### src/hw/rtl/ssplit_pkg.sv
// ----------------------------------------------------------------------------
// ssplit_pkg
// Shared types and constants for the s-expression statement splitter.
// ----------------------------------------------------------------------------
package ssplit_pkg;

  localparam int MAX_DEPTH = 255;
  localparam int LEN_BITS  = 16;
  localparam int DEPTH_W   = $clog2(MAX_DEPTH + 1);
  localparam int OUT_LEN_W = 16;

  localparam logic [7:0] CH_OPEN   = 8'h28;
  localparam logic [7:0] CH_CLOSE  = 8'h29;
  localparam logic [7:0] CH_SEMI   = 8'h3b;
  localparam logic [7:0] CH_BSLASH = 8'h5c;
  localparam logic [7:0] CH_LF     = 8'h0a;
  localparam logic [7:0] CH_CR     = 8'h0d;
  localparam logic [7:0] CH_SPACE  = 8'h20;
  localparam logic [7:0] CH_TAB    = 8'h09;
  localparam logic [7:0] CH_VT     = 8'h0b;
  localparam logic [7:0] CH_FF     = 8'h0c;
  localparam logic [7:0] CH_SQUOTE = 8'h27;
  localparam logic [7:0] CH_DQUOTE = 8'h22;

  typedef enum logic [3:0] {
    CC_OTHER,
    CC_SPACE,
    CC_CR,
    CC_LF,
    CC_SEMI,
    CC_BSLASH,
    CC_SQUOTE,
    CC_DQUOTE,
    CC_OPEN,
    CC_CLOSE,
    CC_EOI
  } char_class_t;

  typedef enum logic [2:0] {
    ST_INSIDE   = 3'd0,
    ST_COMPLETE = 3'd1,
    ST_UNMATCH  = 3'd2,
    ST_ENDED    = 3'd3,
    ST_TOO_DEEP = 3'd4
  } stmt_status_t;

  typedef enum logic [1:0] {
    QT_NONE   = 2'd0,
    QT_SINGLE = 2'd1,
    QT_DOUBLE = 2'd2
  } quote_t;

  typedef struct packed {
    logic [7:0]  ch;
    char_class_t cls;
  } item_t;

  function automatic char_class_t classify(input logic [7:0] c, input logic eoi);
    char_class_t cls;
    cls = CC_OTHER;
    if (eoi) begin
      cls = CC_EOI;
    end else begin
      case (c)
        CH_SPACE, CH_TAB, CH_VT, CH_FF: cls = CC_SPACE;
        CH_CR:     cls = CC_CR;
        CH_LF:     cls = CC_LF;
        CH_SEMI:   cls = CC_SEMI;
        CH_BSLASH: cls = CC_BSLASH;
        CH_SQUOTE: cls = CC_SQUOTE;
        CH_DQUOTE: cls = CC_DQUOTE;
        CH_OPEN:   cls = CC_OPEN;
        CH_CLOSE:  cls = CC_CLOSE;
        default:   cls = CC_OTHER;
      endcase
    end
    return cls;
  endfunction

endpackage

### src/hw/rtl/ssplit_front.sv
// ----------------------------------------------------------------------------
// ssplit_front
// Input stage: takes script bytes, classifies them and registers the item.
// ----------------------------------------------------------------------------
module ssplit_front (
  input  logic                clk,
  input  logic                rst_n,
  input  logic                in_valid,
  output logic                in_ready,
  input  logic [7:0]          in_ch,
  input  logic                in_end_of_input,
  output logic                item_valid,
  input  logic                item_ready,
  output ssplit_pkg::item_t   item
);
  import ssplit_pkg::*;

  logic  valid_r, valid_nxt;
  item_t item_r;

  assign in_ready   = !valid_r || item_ready;
  assign item_valid = valid_r;
  assign item       = item_r;

  always_comb begin
    valid_nxt = valid_r;
    if (in_ready) begin
      valid_nxt = in_valid;
    end
  end

  always_ff @(posedge clk) begin
    if (!rst_n) begin
      valid_r <= 1'b0;
    end else begin
      valid_r <= valid_nxt;
    end
  end

  always_ff @(posedge clk) begin
    if (in_ready && in_valid) begin
      item_r.ch  <= in_ch;
      item_r.cls <= classify(in_ch, in_end_of_input);
    end
  end

endmodule

### src/hw/rtl/ssplit_fifo.sv
// ----------------------------------------------------------------------------
// ssplit_fifo
// Two-entry queue of classified bytes between front and back.
// ----------------------------------------------------------------------------
module ssplit_fifo (
  input  logic              clk,
  input  logic              rst_n,
  input  logic              wr_valid,
  output logic              wr_ready,
  input  ssplit_pkg::item_t wr_item,
  output logic              rd_valid,
  input  logic              rd_ready,
  output ssplit_pkg::item_t rd_item
);
  import ssplit_pkg::*;

  item_t       mem_r [2];
  logic        wr_ptr_r, wr_ptr_nxt;
  logic        rd_ptr_r, rd_ptr_nxt;
  logic [1:0]  cnt_r, cnt_nxt;
  logic        push, pop;

  assign wr_ready = (cnt_r != 2'd2);
  assign rd_valid = (cnt_r != 2'd0);
  assign rd_item  = mem_r[rd_ptr_r];
  assign push     = wr_valid && wr_ready;
  assign pop      = rd_valid && rd_ready;

  always_comb begin
    wr_ptr_nxt = push ? !wr_ptr_r : wr_ptr_r;
    rd_ptr_nxt = pop ? !rd_ptr_r : rd_ptr_r;
    cnt_nxt    = cnt_r;
    if (push && !pop) begin
      cnt_nxt = cnt_r + 2'd1;
    end else if (pop && !push) begin
      cnt_nxt = cnt_r - 2'd1;
    end
  end

  always_ff @(posedge clk) begin
    if (!rst_n) begin
      wr_ptr_r <= 1'b0;
      rd_ptr_r <= 1'b0;
      cnt_r    <= 2'd0;
    end else begin
      wr_ptr_r <= wr_ptr_nxt;
      rd_ptr_r <= rd_ptr_nxt;
      cnt_r    <= cnt_nxt;
    end
  end

  always_ff @(posedge clk) begin
    if (push) begin
      mem_r[wr_ptr_r] <= wr_item;
    end
  end

endmodule

### src/hw/rtl/ssplit_back.sv
// ----------------------------------------------------------------------------
// ssplit_back
// Statement tracker: line, quote, escape and depth state, result register.
// ----------------------------------------------------------------------------
module ssplit_back (
  input  logic                           clk,
  input  logic                           rst_n,
  input  logic                           item_valid,
  output logic                           item_ready,
  input  ssplit_pkg::item_t              item,
  output logic                           out_valid,
  input  logic                           out_ready,
  output logic [7:0]                     out_ch,
  output logic                           out_has_char,
  output logic [2:0]                     out_status,
  output logic [ssplit_pkg::OUT_LEN_W-1:0] out_stmt_length
);
  import ssplit_pkg::*;

  localparam logic [LEN_BITS-1:0] LEN_MAX     = {LEN_BITS{1'b1}};
  localparam logic [DEPTH_W-1:0]  DEPTH_LIMIT = DEPTH_W'(MAX_DEPTH);

  logic                line_start_r, line_start_nxt;
  logic                comment_r, comment_nxt;
  logic [DEPTH_W-1:0]  depth_r, depth_nxt;
  quote_t              quote_r, quote_nxt;
  logic                esc_r, esc_nxt;
  logic                bare_r, bare_nxt;
  logic [LEN_BITS-1:0] count_r, count_nxt;
  logic                out_valid_r, out_valid_nxt;
  logic [7:0]          out_ch_r;
  logic                out_has_r;
  stmt_status_t        out_status_r;
  logic [LEN_BITS-1:0] out_len_r;

  logic                take;
  logic                emit;
  logic                emit_has;
  stmt_status_t        emit_status;
  logic [LEN_BITS-1:0] emit_len;
  logic [LEN_BITS-1:0] count_inc;
  logic                do_keep, do_finish;
  logic [31:0]         len_wide;
  quote_t              q_of;

  assign item_ready      = !out_valid_r || out_ready;
  assign take            = item_valid && item_ready;
  assign count_inc       = (count_r == LEN_MAX) ? count_r : count_r + 1'b1;
  assign out_valid       = out_valid_r;
  assign out_ch          = out_ch_r;
  assign out_has_char    = out_has_r;
  assign out_status      = out_status_r;
  assign len_wide        = 32'(out_len_r);
  assign out_stmt_length = len_wide[OUT_LEN_W-1:0];

  always_comb begin
    line_start_nxt = line_start_r;
    comment_nxt    = comment_r;
    depth_nxt      = depth_r;
    quote_nxt      = quote_r;
    esc_nxt        = esc_r;
    bare_nxt       = bare_r;
    count_nxt      = count_r;
    do_keep        = 1'b0;
    do_finish      = 1'b0;
    emit_status    = ST_INSIDE;
    q_of           = (item.cls == CC_SQUOTE) ? QT_SINGLE : QT_DOUBLE;

    if (item.cls == CC_EOI) begin
      do_finish      = 1'b1;
      emit_status    = ST_ENDED;
      line_start_nxt = 1'b1;
      comment_nxt    = 1'b0;
    end else if (comment_r) begin
      if (item.cls == CC_LF) begin
        comment_nxt    = 1'b0;
        line_start_nxt = 1'b1;
      end
    end else if (line_start_r && (item.cls inside {CC_SPACE, CC_CR, CC_LF})) begin
      // leading whitespace and blank lines dropped
    end else if (line_start_r && item.cls == CC_SEMI) begin
      comment_nxt = 1'b1;
    end else begin
      line_start_nxt = 1'b0;
      if (esc_r) begin
        esc_nxt = 1'b0;
        do_keep = 1'b1;
      end else begin
        case (item.cls)
          CC_BSLASH: begin
            if (quote_r != QT_NONE) begin
              esc_nxt = 1'b1;
            end
            do_keep = 1'b1;
          end
          CC_SQUOTE, CC_DQUOTE: begin
            if (quote_r == QT_NONE) begin
              quote_nxt = q_of;
            end else if (quote_r == q_of) begin
              quote_nxt = QT_NONE;
            end
            do_keep = 1'b1;
          end
          CC_CR, CC_LF: begin
            if (item.cls == CC_LF) begin
              line_start_nxt = 1'b1;
            end
            if (bare_r) begin
              do_finish   = 1'b1;
              emit_status = ST_COMPLETE;
            end else begin
              do_keep = 1'b1;
            end
          end
          CC_OPEN: begin
            if (depth_r >= DEPTH_LIMIT) begin
              do_finish   = 1'b1;
              emit_status = ST_TOO_DEEP;
            end else begin
              bare_nxt  = 1'b0;
              depth_nxt = depth_r + 1'b1;
              do_keep   = 1'b1;
            end
          end
          CC_CLOSE: begin
            if (depth_r == '0) begin
              do_finish   = 1'b1;
              emit_status = ST_UNMATCH;
            end else begin
              depth_nxt = depth_r - 1'b1;
              do_keep   = 1'b1;
              if (depth_r == DEPTH_W'(1)) begin
                emit_status = ST_COMPLETE;
              end
            end
          end
          default: begin
            if (depth_r == '0) begin
              bare_nxt = 1'b1;
            end
            do_keep = 1'b1;
          end
        endcase
      end
    end

    emit     = do_keep || do_finish;
    emit_has = do_keep;
    emit_len = do_keep ? count_inc : count_r;
    if (do_keep) begin
      count_nxt = count_inc;
    end
    // any final status clears the statement
    if (emit && emit_status != ST_INSIDE) begin
      depth_nxt = '0;
      quote_nxt = QT_NONE;
      esc_nxt   = 1'b0;
      bare_nxt  = 1'b0;
      count_nxt = '0;
    end

    out_valid_nxt = out_valid_r;
    if (item_ready) begin
      out_valid_nxt = take && emit;
    end
  end

  always_ff @(posedge clk) begin
    if (!rst_n) begin
      line_start_r <= 1'b1;
      comment_r    <= 1'b0;
      depth_r      <= '0;
      quote_r      <= QT_NONE;
      esc_r        <= 1'b0;
      bare_r       <= 1'b0;
      count_r      <= '0;
      out_valid_r  <= 1'b0;
    end else begin
      out_valid_r <= out_valid_nxt;
      if (take) begin
        line_start_r <= line_start_nxt;
        comment_r    <= comment_nxt;
        depth_r      <= depth_nxt;
        quote_r      <= quote_nxt;
        esc_r        <= esc_nxt;
        bare_r       <= bare_nxt;
        count_r      <= count_nxt;
      end
    end
  end

  always_ff @(posedge clk) begin
    if (take && emit) begin
      out_ch_r     <= emit_has ? item.ch : 8'h00;
      out_has_r    <= emit_has;
      out_status_r <= emit_status;
      out_len_r    <= emit_len;
    end
  end

endmodule

### src/hw/rtl/sexpr_statement_splitter.sv
// ----------------------------------------------------------------------------
// sexpr_statement_splitter
// Cuts a byte stream into s-expression statements and reports their ends.
// ----------------------------------------------------------------------------
// One script byte per beat on the input channel, sustained at one byte per
// cycle while out_ready is held high. Each byte passes a classifying input
// register, a two-entry queue and the statement tracker with its result
// register on its way to the result channel. The per-cycle limit is the
// tracker's single update of flags, depth counter and length counter.
// Dropped bytes (leading whitespace, blank and comment lines) give no result
// beat; a result beat with has_char low carries a final status only.
module sexpr_statement_splitter (
  input  logic        clk,
  input  logic        rst_n,
  input  logic        in_valid,
  output logic        in_ready,
  input  logic [7:0]  in_ch,
  input  logic        in_end_of_input,
  output logic        out_valid,
  input  logic        out_ready,
  output logic [7:0]  out_ch,
  output logic        out_has_char,
  output logic [2:0]  out_status,
  output logic [15:0] out_stmt_length
);
  import ssplit_pkg::*;

  logic  front_valid, front_ready;
  item_t front_item;
  logic  queue_valid, queue_ready;
  item_t queue_item;

  ssplit_front u_front (
    .clk             (clk),
    .rst_n           (rst_n),
    .in_valid        (in_valid),
    .in_ready        (in_ready),
    .in_ch           (in_ch),
    .in_end_of_input (in_end_of_input),
    .item_valid      (front_valid),
    .item_ready      (front_ready),
    .item            (front_item)
  );

  ssplit_fifo u_fifo (
    .clk      (clk),
    .rst_n    (rst_n),
    .wr_valid (front_valid),
    .wr_ready (front_ready),
    .wr_item  (front_item),
    .rd_valid (queue_valid),
    .rd_ready (queue_ready),
    .rd_item  (queue_item)
  );

  ssplit_back u_back (
    .clk             (clk),
    .rst_n           (rst_n),
    .item_valid      (queue_valid),
    .item_ready      (queue_ready),
    .item            (queue_item),
    .out_valid       (out_valid),
    .out_ready       (out_ready),
    .out_ch          (out_ch),
    .out_has_char    (out_has_char),
    .out_status      (out_status),
    .out_stmt_length (out_stmt_length)
  );

endmodule
### config.mk
export PLATFORM = sky130hd
export DESIGN_NAME = sexpr_statement_splitter
export DESIGN_NICKNAME = d
export VERILOG_FILES = /design/src/hw/rtl/ssplit_pkg.sv /design/src/hw/rtl/ssplit_front.sv /design/src/hw/rtl/ssplit_fifo.sv /design/src/hw/rtl/ssplit_back.sv /design/src/hw/rtl/sexpr_statement_splitter.sv
export SDC_FILE = /design/constraint.sdc
export NUM_CORES = 1
export LEC_CHECK = 0
export ABC_AREA = 1
export BUFFER_PORTS_ARGS = -buffer_cell sky130_fd_sc_hd__buf_2
export CORE_MARGIN = 4
export CORE_UTILIZATION = 55
export CTS_BUF_LIST = sky130_fd_sc_hd__clkbuf_2 sky130_fd_sc_hd__clkbuf_4 sky130_fd_sc_hd__clkbuf_8
export DETAILED_ROUTE_END_ITERATION = 7
export PLACE_DENSITY = 0.73
export SYNTH_ARGS = -nofsm -noshare
export SYNTH_HDL_FRONTEND = slang
export SYNTH_SLANG_ARGS = --single-unit
### constraint.sdc
create_clock -name clk -period 4.65 [get_ports clk]
set_clock_uncertainty 0.05 [all_clocks]
set_input_delay 0.465 -clock clk [delete_from_list [all_inputs] [get_ports clk]]
set_output_delay 0.465 -clock clk [all_outputs]
set_load 0.005 [all_outputs]
==> impl_metrics.yaml <==
power:
  leakagePower_nw: 2.47
  vdd_ir_drop_max_uv: 335
  p_per_area_nw_per_um2: 605
critical_path:
  cp-end-kind: "register"
  slowest_delay_ps: 790
  cpMostUsedCell: "nand2_1"
  crit_arrival_ps: 3140
  start_kind: "register"
  worstSetupPathType: "reg2reg"
  critPathMaxFanout: 38
  critical_path.cell_chain: "nand2_1, nand2_2, nand2_1, nor2_2, nand2_1, nand3_1, nand2_1, nand2_1, buf_4, inv_1, o21ai_2, nand2_2, a21oi_2"
  worstPathRequired_ps: 4870
  slowest_stage: "dfxtp_1"
status:
  status: "complete, no violations"
grt:
  grt_max_degree: 39
  grtUsageTotal: 0.196
  gr-total-overflow: 0
  grt_pass1_vias: 3974
  grt_pass1_wl_um: 18100
  antenna_found_initial: 0
detailed_routing:
  viasPerCell: 5.22
  drc: 0
  wl_per_cell_um: 13.4
  num_vias: 4153
  routed_wl_um: 10700
  drt_iter0_drc: 203
  drtAntennaViolNets: 0
  firstDrtPassIters: 5
clock_network:
  clk_pin_slew_ps: 100
  postCtsSetupBuffers: 0
  hold_buffers: 0
  clk_latency_ps: 350
  ctsResizeCount: 0
  cts_htree_levels: 3
  cts_tree: "done"
  root_buffer: "clkbuf_8"
  cts_buffers: 9
  cts_buffer_depth: 2
  cts_sinks: 101
yosys:
  yosys_warnings: 0
  synth_cell_types: 44
  synthCells: 626
  seq_area_frac_synth: 0.499
  syn_nets: 644
  syn_area_um2: 5340
  avgSynthCellArea_um2: 8.53
  synth.ff_latch_count: 101
timing:
  rsz0062_at_grt: "false"
  hold_ws_ps: 262
  slew_headroom: 0.287
  max_slew.worst_pin.slew_ps: 1060
  post-route-period-util: 0.630
  period_minus_slack_ps: 2930
  finalHoldViolations: 0
  drv_slew: 0
  fmax_ghz: 0.341
  setup_violations: 0
  setup_tns_ps: 0
final_layout:
  num-nets-final: 680
  postLayoutCoreUtil: 0.620
  drive_above_1_share: 0.166
  area_growth_pct: 8.27
  num_antenna_cells: 0
  stdcell_count: 796
  n_fill_cell: 828
floorplanning:
  die_h_um: 107
  die_area_um2: 11300
  num_rows: 35
  die_w_um: 107
  coreArea_um2: 9330
  start_util: 0.572
  io_pins: 43
placed_design:
  post-dp-hpwl_um: 7770
  placedCellCount: 780
  io_buffers: 42
  gp_congestion: 0.900
flow_run:
  cap_violations: 0
min_path:
  min_path_type: "in2reg"
final timing paths:
path / from / endpoint / depth (start not counted) / slack (ps)
max: register / u_back.count_r[5] / 13 / 1720
min reg2reg: u_front.item[6] / u_fifo.mem_r[1][6] / 0 / 410
max reg2reg: register / u_back.count_r[5] / 13 / 1720
min: in_ch[6] / u_front.item[10] / 1 / 260
placed cells by master, fill, tap and decap left out, types with 2 or more instances in the layout:
| master | instances |
|---|---|
| nand3_1 | 31 |
| clkinv_1 | 2 |
| buf_4 | 3 |
| o21ai_0 | 29 |
| xnor2_1 | 5 |
| nand3_4 | 3 |
| a21oi_1 | 31 |
| a21oi_2 | 10 |
| inv_2 | 4 |
| clkinvlp_4 | 2 |
| o31ai_1 | 2 |
| xor2_1 | 20 |
| buf_2 | 42 |
| ha_1 | 5 |
| inv_6 | 3 |
| o21ai_2 | 2 |
| nor3_1 | 14 |
| nor2_1 | 57 |
| o21ai_1 | 5 |
| inv_8 | 2 |
| and3_1 | 2 |
| edfxtp_1 | 64 |
| clkbuf_8 | 9 |
| inv_1 | 81 |
| nor2_2 | 5 |
| nand2_1 | 152 |
| dfxtp_1 | 37 |
| nand2_4 | 5 |
| nand4_1 | 13 |
| nand2_2 | 13 |
critical path: cells and delay by family, from the launching register on:
kind	cells	cell delay (ps)
AND/OR/NAND/NOR	9	1210
flip-flops	1	790
buffers and inverters	2	500
AO/OA/AOI/OAI	2	280
routing by layer:
metal  routed length (um)  vias up  GRT usage
li1                     -     2102          -
met1                 4860     1937      0.258
met3                  580       11     0.0383
met4                   94        0     0.0658
met5                    0        -          0
met2                 5120      103      0.326
through the flow:
step	instance area (um^2)	power, mW	worst slack [ps]
after floorplan	5340	2.63	2060
after global placement	5600	2.95	1820
after detailed placement	5600	3.00	1730
after CTS	5780	3.52	1710
after global routing	5780	3.80	1390
final	5780	3.50	1720
where the power goes:
part | switching, mW | total [mW] | internal (mW)
sequential | 0.163 | 1.48 | 1.32
combinational | 0.999 | 1.50 | 0.499
clock | 0.311 | 0.522 | 0.210
total | 1.47 | 3.50 | 2.02
logic make-up after synthesis:
logic type      synth area share
buf+inv                   0.0898
compound gates            0.0926
simple gates               0.266
fa+ha+maj                 0.0117
flops                      0.499
xor+xnor                  0.0410
sequential cells by signal (all words and copies together), names as in the netlist, 2 cells and up, named ones only:
| signal | count |
|---|---|
| u_back.count_r | 16 |
| u_back.depth_r | 8 |
| u_back.out_ch | 8 |
| u_back.out_status | 3 |
| u_back.out_stmt_length | 16 |
| u_back.quote_r | 2 |
| u_fifo.cnt_r | 2 |
| u_fifo.mem_r | 24 |
| u_front.item | 12 |
synthesized netlist by cell type (all sizes together):
master	number	area, um^2
xnor2	5	43.8
a21oi	41	243
o2111ai	1	8.76
o21ai	36	188
buf	12	110
nand3	35	218
xor2	20	175
a211oi	1	7.51
nor2	64	272
edfxtp	64	1920
nand4	15	115
clkbuf	8	31.3
and3	2	12.5
nand2	170	708
ha	5	62.6
inv	86	330
o41ai	1	8.76
o211ai	1	7.51
a221oi	1	8.76
dfxtp	37	741
nor3	16	96.4
o21a	1	7.51
clkinv	2	7.51
o31ai	2	15.0
area by class of cell:
class / instances / area (um^2) / area share
clock buffers: 10 / 131 / 0.0227
flip-flops and latches: 101 / 2660 / 0.461
inverters: 88 / 338 / 0.0584
clock inverters: 6 / 52.6 / 0.00909
well taps: 129 / 161 / 0.0279
multi-input cells: 417 / 2200 / 0.381
repair buffers: 45 / 233 / 0.0403
No activity file was read; power rests on OpenSTA's default activity.
